<file path="src/design/oering_pkg.sv">
// Shared types, widths and codes for the overwriting entry ring.
// No dependencies.
`timescale 1ns / 1ps

package oering_pkg;

  localparam int RING_DEPTH_DEF = 16;

  localparam int OP_W     = 2;
  localparam int HANDLE_W = 32;
  localparam int SIZE_W   = 20;
  localparam int POS_W    = 24;
  localparam int STAT_W   = 2;

  localparam logic [OP_W-1:0] OP_ADD  = 2'd0;
  localparam logic [OP_W-1:0] OP_READ = 2'd1;
  localparam logic [OP_W-1:0] OP_FIND = 2'd2;

  localparam logic [STAT_W-1:0] ST_OK        = 2'd0;
  localparam logic [STAT_W-1:0] ST_EMPTY     = 2'd1;
  localparam logic [STAT_W-1:0] ST_NOT_FOUND = 2'd2;

  typedef struct packed {
    logic [HANDLE_W-1:0] handle;
    logic [SIZE_W-1:0]   size;
  } slot_t;

  typedef struct packed {
    logic accept;
    logic add_commit;
    logic read_commit;
    logic walk;
  } ctl_cmd_t;

  typedef struct packed {
    logic walk_done;
  } dp_stat_t;

endpackage

</file>
<file path="src/design/oering_ctrl.sv">
// Controller state machine for the overwriting entry ring.
// Depends on oering_pkg.
`timescale 1ns / 1ps

module oering_ctrl (
  input  logic                          clk,
  input  logic                          rst_n,
  input  logic                          start,
  input  logic [oering_pkg::OP_W-1:0]   in_operation,
  input  oering_pkg::dp_stat_t          stat,
  output oering_pkg::ctl_cmd_t          cmd,
  output logic                          busy
);
  import oering_pkg::*;

  localparam logic [1:0] S_IDLE = 2'd0;
  localparam logic [1:0] S_ADD  = 2'd1;
  localparam logic [1:0] S_READ = 2'd2;
  localparam logic [1:0] S_FIND = 2'd3;

  logic [1:0] state_r;
  logic [1:0] state_nxt;

  always_comb begin
    state_nxt = state_r;
    unique case (state_r)
      S_IDLE: begin
        if (start) begin
          unique case (in_operation)
            OP_ADD:  state_nxt = S_ADD;
            OP_READ: state_nxt = S_READ;
            OP_FIND: state_nxt = S_FIND;
            default: state_nxt = S_IDLE;
          endcase
        end
      end
      S_ADD:  state_nxt = S_IDLE;
      S_READ: state_nxt = S_IDLE;
      S_FIND: begin
        if (stat.walk_done) state_nxt = S_IDLE;
      end
      default: state_nxt = S_IDLE;
    endcase
  end

  always_ff @(posedge clk) begin
    if (!rst_n) begin
      state_r <= S_IDLE;
    end else begin
      state_r <= state_nxt;
    end
  end

  assign busy            = (state_r != S_IDLE);
  assign cmd.accept      = (state_r == S_IDLE) && start;
  assign cmd.add_commit  = (state_r == S_ADD);
  assign cmd.read_commit = (state_r == S_READ);
  assign cmd.walk        = (state_r == S_FIND);

endmodule

</file>
<file path="src/design/oering_dp.sv">
// Datapath for the overwriting entry ring: slot memory, ring indexes,
// offset walk and result registers. Depends on oering_pkg.
`timescale 1ns / 1ps

module oering_dp #(
  parameter int RING_DEPTH = oering_pkg::RING_DEPTH_DEF
) (
  input  logic                              clk,
  input  logic                              rst_n,
  input  oering_pkg::ctl_cmd_t              cmd,
  output oering_pkg::dp_stat_t              stat,
  input  logic [oering_pkg::OP_W-1:0]       in_operation,
  input  logic [oering_pkg::HANDLE_W-1:0]   in_new_handle,
  input  logic [oering_pkg::SIZE_W-1:0]     in_new_size,
  input  logic [oering_pkg::POS_W-1:0]      in_char_position,
  output logic                              out_valid,
  output logic [oering_pkg::STAT_W-1:0]     out_status,
  output logic [oering_pkg::HANDLE_W-1:0]   out_entry_handle,
  output logic [oering_pkg::SIZE_W-1:0]     out_entry_bytes,
  output logic [oering_pkg::SIZE_W-1:0]     out_byte_in_entry,
  output logic                              out_evicted_valid,
  output logic [oering_pkg::HANDLE_W-1:0]   out_evicted_handle
);
  import oering_pkg::*;

  localparam int IDX_W = $clog2(RING_DEPTH);
  localparam int CNT_W = $clog2(RING_DEPTH + 1);
  localparam logic [IDX_W-1:0] LAST_IDX = IDX_W'(RING_DEPTH - 1);
  localparam logic [CNT_W-1:0] FULL_CNT = CNT_W'(RING_DEPTH);

  function automatic logic [IDX_W-1:0] next_idx(input logic [IDX_W-1:0] idx);
    next_idx = (idx == LAST_IDX) ? '0 : idx + 1'b1;
  endfunction

  slot_t mem [RING_DEPTH];
  slot_t rd_data_r;

  logic [HANDLE_W-1:0] handle_r;
  logic [SIZE_W-1:0]   size_r;
  logic [IDX_W-1:0]    wr_idx_r, wr_idx_nxt;
  logic [IDX_W-1:0]    rd_idx_r, rd_idx_nxt;
  logic [CNT_W-1:0]    cnt_r, cnt_nxt;
  logic [IDX_W-1:0]    walk_addr_r;
  logic [CNT_W-1:0]    walk_cnt_r;
  logic [POS_W-1:0]    remaining_r;
  logic [IDX_W-1:0]    rd_addr;
  logic                full;
  logic                hit;
  logic                at_end;

  logic                valid_nxt;
  logic [STAT_W-1:0]   status_nxt;
  logic [HANDLE_W-1:0] ehandle_nxt;
  logic [SIZE_W-1:0]   ebytes_nxt;
  logic [SIZE_W-1:0]   bie_nxt;
  logic                evv_nxt;
  logic [HANDLE_W-1:0] evh_nxt;

  assign full   = (cnt_r == FULL_CNT);
  assign hit    = (remaining_r < {{(POS_W - SIZE_W){1'b0}}, rd_data_r.size});
  assign at_end = (walk_cnt_r == cnt_r);
  assign stat.walk_done = at_end || hit;

  always_comb begin
    if (cmd.accept) begin
      rd_addr = (in_operation == OP_ADD) ? wr_idx_r : rd_idx_r;
    end else begin
      rd_addr = walk_addr_r;
    end
  end

  always_ff @(posedge clk) begin
    if (cmd.add_commit) begin
      mem[wr_idx_r] <= '{handle: handle_r, size: size_r};
    end
    rd_data_r <= mem[rd_addr];
  end

  always_comb begin
    wr_idx_nxt  = wr_idx_r;
    rd_idx_nxt  = rd_idx_r;
    cnt_nxt     = cnt_r;
    valid_nxt   = 1'b0;
    status_nxt  = ST_OK;
    ehandle_nxt = '0;
    ebytes_nxt  = '0;
    bie_nxt     = '0;
    evv_nxt     = 1'b0;
    evh_nxt     = '0;
    priority if (cmd.accept) begin
      valid_nxt = !(in_operation == OP_ADD || in_operation == OP_READ ||
                    in_operation == OP_FIND);
    end else if (cmd.add_commit) begin
      valid_nxt  = 1'b1;
      wr_idx_nxt = next_idx(wr_idx_r);
      if (full) begin
        evv_nxt    = 1'b1;
        evh_nxt    = rd_data_r.handle;
        rd_idx_nxt = next_idx(wr_idx_r);
      end else begin
        cnt_nxt = cnt_r + 1'b1;
      end
    end else if (cmd.read_commit) begin
      valid_nxt = 1'b1;
      if (cnt_r == '0) begin
        status_nxt = ST_EMPTY;
      end else begin
        ehandle_nxt = rd_data_r.handle;
        ebytes_nxt  = rd_data_r.size;
        rd_idx_nxt  = next_idx(rd_idx_r);
        cnt_nxt     = cnt_r - 1'b1;
      end
    end else if (cmd.walk) begin
      if (at_end) begin
        valid_nxt  = 1'b1;
        status_nxt = ST_NOT_FOUND;
      end else if (hit) begin
        valid_nxt   = 1'b1;
        ehandle_nxt = rd_data_r.handle;
        ebytes_nxt  = rd_data_r.size;
        bie_nxt     = remaining_r[SIZE_W-1:0];
      end
    end
  end

  always_ff @(posedge clk) begin
    if (!rst_n) begin
      wr_idx_r  <= '0;
      rd_idx_r  <= '0;
      cnt_r     <= '0;
      out_valid <= 1'b0;
    end else begin
      wr_idx_r  <= wr_idx_nxt;
      rd_idx_r  <= rd_idx_nxt;
      cnt_r     <= cnt_nxt;
      out_valid <= valid_nxt;
    end
  end

  always_ff @(posedge clk) begin
    out_status         <= status_nxt;
    out_entry_handle   <= ehandle_nxt;
    out_entry_bytes    <= ebytes_nxt;
    out_byte_in_entry  <= bie_nxt;
    out_evicted_valid  <= evv_nxt;
    out_evicted_handle <= evh_nxt;
    if (cmd.accept) begin
      handle_r    <= in_new_handle;
      size_r      <= in_new_size;
      remaining_r <= in_char_position;
      walk_cnt_r  <= '0;
      walk_addr_r <= next_idx(rd_idx_r);
    end else if (cmd.walk) begin
      remaining_r <= remaining_r - {{(POS_W - SIZE_W){1'b0}}, rd_data_r.size};
      walk_cnt_r  <= walk_cnt_r + 1'b1;
      walk_addr_r <= next_idx(walk_addr_r);
    end
  end

endmodule

</file>
<file path="src/design/overwriting_entry_ring_with_offset_find.sv">
// Overwriting entry ring with offset find.
// Commands enter on start/in_* while busy is low; a word is taken on the
// edge where start is high and busy is low. Operations: add an entry
// (overwrites and reports the oldest when the ring is full), read and pop
// the oldest entry, or find the entry holding a character offset into all
// stored entries, oldest first.
// Each command gives one result word on out_*, marked by out_valid for one
// cycle; the receiver cannot stall, so results are never held back.
// Add and read results are registered after the S_ADD or S_READ state, an
// unused operation's straight after it is accepted in idle, and a find's
// after a walk of k entries (at most the stored count, RING_DEPTH at most).
// The walk reads one slot per cycle through the slot memory's single read
// port; busy stays high until the result is out. A new command may be taken
// in the cycle its predecessor's result shows. Reset (rst_n low, synchronous)
// empties the ring; slot contents are not cleared.
// Depends on oering_pkg, oering_ctrl, oering_dp.
`timescale 1ns / 1ps

module overwriting_entry_ring_with_offset_find #(
  parameter int RING_DEPTH = oering_pkg::RING_DEPTH_DEF
) (
  input  logic                              clk,
  input  logic                              rst_n,
  input  logic                              start,
  output logic                              busy,
  input  logic [oering_pkg::OP_W-1:0]       in_operation,
  input  logic [oering_pkg::HANDLE_W-1:0]   in_new_handle,
  input  logic [oering_pkg::SIZE_W-1:0]     in_new_size,
  input  logic [oering_pkg::POS_W-1:0]      in_char_position,
  output logic                              out_valid,
  output logic [oering_pkg::STAT_W-1:0]     out_status,
  output logic [oering_pkg::HANDLE_W-1:0]   out_entry_handle,
  output logic [oering_pkg::SIZE_W-1:0]     out_entry_bytes,
  output logic [oering_pkg::SIZE_W-1:0]     out_byte_in_entry,
  output logic                              out_evicted_valid,
  output logic [oering_pkg::HANDLE_W-1:0]   out_evicted_handle
);
  import oering_pkg::*;

  ctl_cmd_t cmd;
  dp_stat_t stat;

  oering_ctrl u_ctrl (
    .clk          (clk),
    .rst_n        (rst_n),
    .start        (start),
    .in_operation (in_operation),
    .stat         (stat),
    .cmd          (cmd),
    .busy         (busy)
  );

  oering_dp #(
    .RING_DEPTH (RING_DEPTH)
  ) u_dp (
    .clk                (clk),
    .rst_n              (rst_n),
    .cmd                (cmd),
    .stat               (stat),
    .in_operation       (in_operation),
    .in_new_handle      (in_new_handle),
    .in_new_size        (in_new_size),
    .in_char_position   (in_char_position),
    .out_valid          (out_valid),
    .out_status         (out_status),
    .out_entry_handle   (out_entry_handle),
    .out_entry_bytes    (out_entry_bytes),
    .out_byte_in_entry  (out_byte_in_entry),
    .out_evicted_valid  (out_evicted_valid),
    .out_evicted_handle (out_evicted_handle)
  );

endmodule

</file>
<file path="config.mk">
export PLATFORM = sky130hd
export DESIGN_NAME = overwriting_entry_ring_with_offset_find
export DESIGN_NICKNAME = d
export VERILOG_FILES = /design/src/design/oering_pkg.sv /design/src/design/oering_ctrl.sv /design/src/design/oering_dp.sv /design/src/design/overwriting_entry_ring_with_offset_find.sv
export SDC_FILE = /design/constraint.sdc
export NUM_CORES = 1
export LEC_CHECK = 0
export CELL_PAD_IN_SITES_DETAIL_PLACEMENT = 1
export CELL_PAD_IN_SITES_GLOBAL_PLACEMENT = 2
export CORE_MARGIN = 1
export CORE_UTILIZATION = 51
export CTS_BUF_LIST = sky130_fd_sc_hd__clkbuf_8
export CTS_CLUSTER_DIAMETER = 80
export DETAILED_ROUTE_END_ITERATION = 10
export DONT_BUFFER_PORTS = 1
export GPL_TIMING_DRIVEN = 0
export PLACE_DENSITY_LB_ADDON = 0.1
export SYNTH_ARGS = -nofsm -noshare
export SYNTH_HDL_FRONTEND = slang
export SYNTH_SLANG_ARGS = --single-unit
</file>
<file path="constraint.sdc">
create_clock -name clk -period 4.95 [get_ports clk]
set_input_delay 0.99 -clock clk [delete_from_list [all_inputs] [get_ports clk]]
set_output_delay 0.99 -clock clk [all_outputs]
set_load 0.02 [all_outputs]
</file>
==> flow_summary.toml <==
[synthesis]
yosysMostFrequentCell = "edfxtp_1"
synth_edf_count = 912
yosys-top-cells-count = "edfxtp_1 (912), mux4_2 (208), dfxtp_1 (180)"
postSynth.asyncResetShare_pct = 0
ys.flop_type = "edfxtp_1"
synth_cell_types = 61
yosysWarnings = 0
synthesis.area_um2 = 41200
ys_top_cells_by_area = "edfxtp_1 (67%), mux4_2 (11%), dfxtp_1 (8.8%), mux2i_1 (1.4%), and2_1 (1.4%)"
ys_seq_area_share_pct = 75.3
ys_ff_latch = 1092
synthCells = 2130
synth_area_per_cell_um2 = 19.3
synth.top_cell.area_share_pct = 66.5
synth_top_area_cell = "edfxtp_1"
syn-num-nets = 2253

[global_route]
grt_pass1_wl_um = 146000
track_usage_pct = 24.8
grt.overflow.total = 0
antenna_found_initial = 12
grt_pass1_vias = 22236
grt_max_degree = 48

[clock_network]
clockBufferDepth = 3
postCtsSetupBuffers = 0
cts_tree = "done"
cts_htree_levels = 4
cts-root-buf = "clkbuf_8"
cts_resized = 0
insertion_delay_ps = 820
cts_sinks = 1092
cts_hold_buffers = 0
cts_buffers = 177
clkSlewWorstSetupHoldPaths_ps = 60

[placement]
dpl.cell_count = 3200
place_area_um2 = 43000
io_buffers = 0
place.detailed.hpwl_um = 61000
place.gp.congestion = 0.832

[worst_setup_path]
required_ps = 5540
crit_type = "flop to flop"
worstPathCellList = "inv_1 -> ha_1 -> nand2_1 -> buf_2 -> nor2_1 -> a21oi_1 -> clkbuf_1 -> clkbuf_1 -> a21oi_1"
cp_max_fo = 10
worst_setup_path_start_kind = "flop"
cpPeakStageDelay_ps = 950
cp.arrival_ps = 4760
r2r.worst_path.cells = 9
critPathSlowestCell = "a21oi_1"
end_kind = "flop"

[timing]
worstMarginPinSlew_ps = 1330
period_minus_slack_ps = 4170
fmax_mhz = 240
setup_viol = 0
tns_ps = 0
rsz0062_at_grt = "no"
slew-limit-headroom_pct = 9.85
fin_skew_ps = 49.3
maxSlewViolCount = 0
final_hold_viol_count = 0
timing.final.crit_share_pct = 84.2

[drt]
drc = 0
routed-via-count = 20596
ant_nets = 0
wl_per_cell_um = 28.2
drt-initial-drc-count = 1561
first_pass_iters = 5
totalWireLength_um = 99600
via_per_inst = 5.84

[cells_and_area]
fin_cells = 3528
syn_to_final_growth_pct = 12.6
multi_input_area_um2 = 9440
regArea_um2 = 31000
drive_gt1_share_pct = 22.0
final_cell_area_um2 = 46400
nFillCells = 6999
final_nets = 2452

[run]
maxCapViolCount = 0

[floorplan]
rows = 103
initial_utilization_pct = 51.8
core-area_um2 = 79400
ios = 190
dieHeight_um = 286
die-area_um2 = 81800
dieWidth_um = 286

[min_path]
worstHoldPathType = "input pin to flop"
worst_hold_path.num_cells = 0

[power_and_ir_drop]
leakagePower_nw = 16.0
max-vdd-ir-drop_v = 0.000265
p_per_area_nw_per_um2 = 469

[run_status]
status = "finished, final reports clean"
==> cells in the final DEF (no fill, tap or decap), types with 19 or more instances in the layout <==
| master | instances |
|---|---|
| xor2_1 | 19 |
| nor2_1 | 46 |
| inv_1 | 100 |
| a211oi_1 | 57 |
| buf_2 | 27 |
| edfxtp_1 | 912 |
| and2_1 | 78 |
| mux2i_1 | 59 |
| clkinv_1 | 31 |
| clkbuf_1 | 42 |
| nand2_1 | 34 |
| mux4_2 | 208 |
| and3_1 | 34 |
| ha_1 | 40 |
| a21oi_1 | 101 |
| dfxtp_1 | 180 |
| nor2b_1 | 61 |
| buf_6 | 24 |
| clkbuf_8 | 199 |
| o21ai_0 | 26 |
==> layout make-up <==
cell class / count / share of cell area [%]
Antenna cell: 4 / 0.0216
Clock inverter: 125 / 1.31
Timing Repair Buffer: 20 / 1.05
Buffer: 107 / 1.38
Tap cell: 1050 / 2.83
Inverter: 36 / 0.291
Sequential cell: 1092 / 66.8
Multi-Input combinational cell: 895 / 20.4
Clock buffer: 199 / 5.91
==> flip-flops by register name (all words and copies together), names as in the netlist <==
name                     flops
u_dp.walk_addr_r             4
u_dp.size_r                 20
u_dp.handle_r               32
u_dp.wr_idx_r                4
u_dp.out_status              2
u_dp.out_valid               1
u_ctrl.state_r               2
u_dp.walk_cnt_r              5
u_dp.cnt_r                   5
u_dp.out_evicted_valid       1
u_dp.out_entry_handle       32
u_dp.rd_data_r              52
u_dp.mem                   832
u_dp.out_byte_in_entry      20
u_dp.out_evicted_handle     32
u_dp.out_entry_bytes        20
u_dp.rd_idx_r                4
u_dp.remaining_r            24
==> per-stage QoR <==
stage                     hold WS, ps  setup slack (ps)  power (mW)  utilization (%)
after floorplan                   421              1230        13.5                -
after global placement            427             -1390        14.5             53.5
after detailed placement          435               260        14.7             54.2
after CTS                         187               750        22.0             58.4
after global routing              208               581        22.7             58.4
final                             257               781        21.8             58.4
==> cells by family after synthesis <==
family	synth area share, %
compound gates	3.52
xor+xnor	0.787
fa+ha+maj	1.31
buf+inv	1.88
flops	75.3
mux	12.8
simple gates	4.38
==> critical path, delay by kind of cell (launching register included) <==
kind | cells | cell delay [ps]
DFF | 1 | 440
AOI/OAI and AO/OA | 2 | 1250
and+or+nand+nor | 2 | 160
adders and majority gates | 1 | 210
buffers and inverters | 4 | 1860
==> power breakdown <==
| part | total (mW) | internal (mW) | switching (mW) | leakage (nW) |
|---|---|---|---|---|
| sequential | 10.9 | 10.5 | 0.385 | 9.72 |
| combinational | 3.56 | 1.48 | 2.08 | 4.30 |
| clock | 7.32 | 3.79 | 3.52 | 1.97 |
==> final timing paths <==
kind | from | endpoint | slack (ps)
max reg2reg | u_ctrl.state_r[1] | u_dp.rd_data_r[17] | 780
min | in_new_handle[30] | u_dp.handle_r[30] | 260
max | u_ctrl.state_r[1] | u_dp.rd_data_r[17] | 780
min reg2reg | u_dp.rd_data_r[23] | u_dp.out_entry_handle[3] | 450
==> layer usage <==
layer	routed length, um	global-route usage, %
met1	41600	33.2
met5	46	0
met3	6980	6.35
met2	49000	40.2
met4	2050	7.53
No activity file was read; power rests on OpenSTA's default activity.
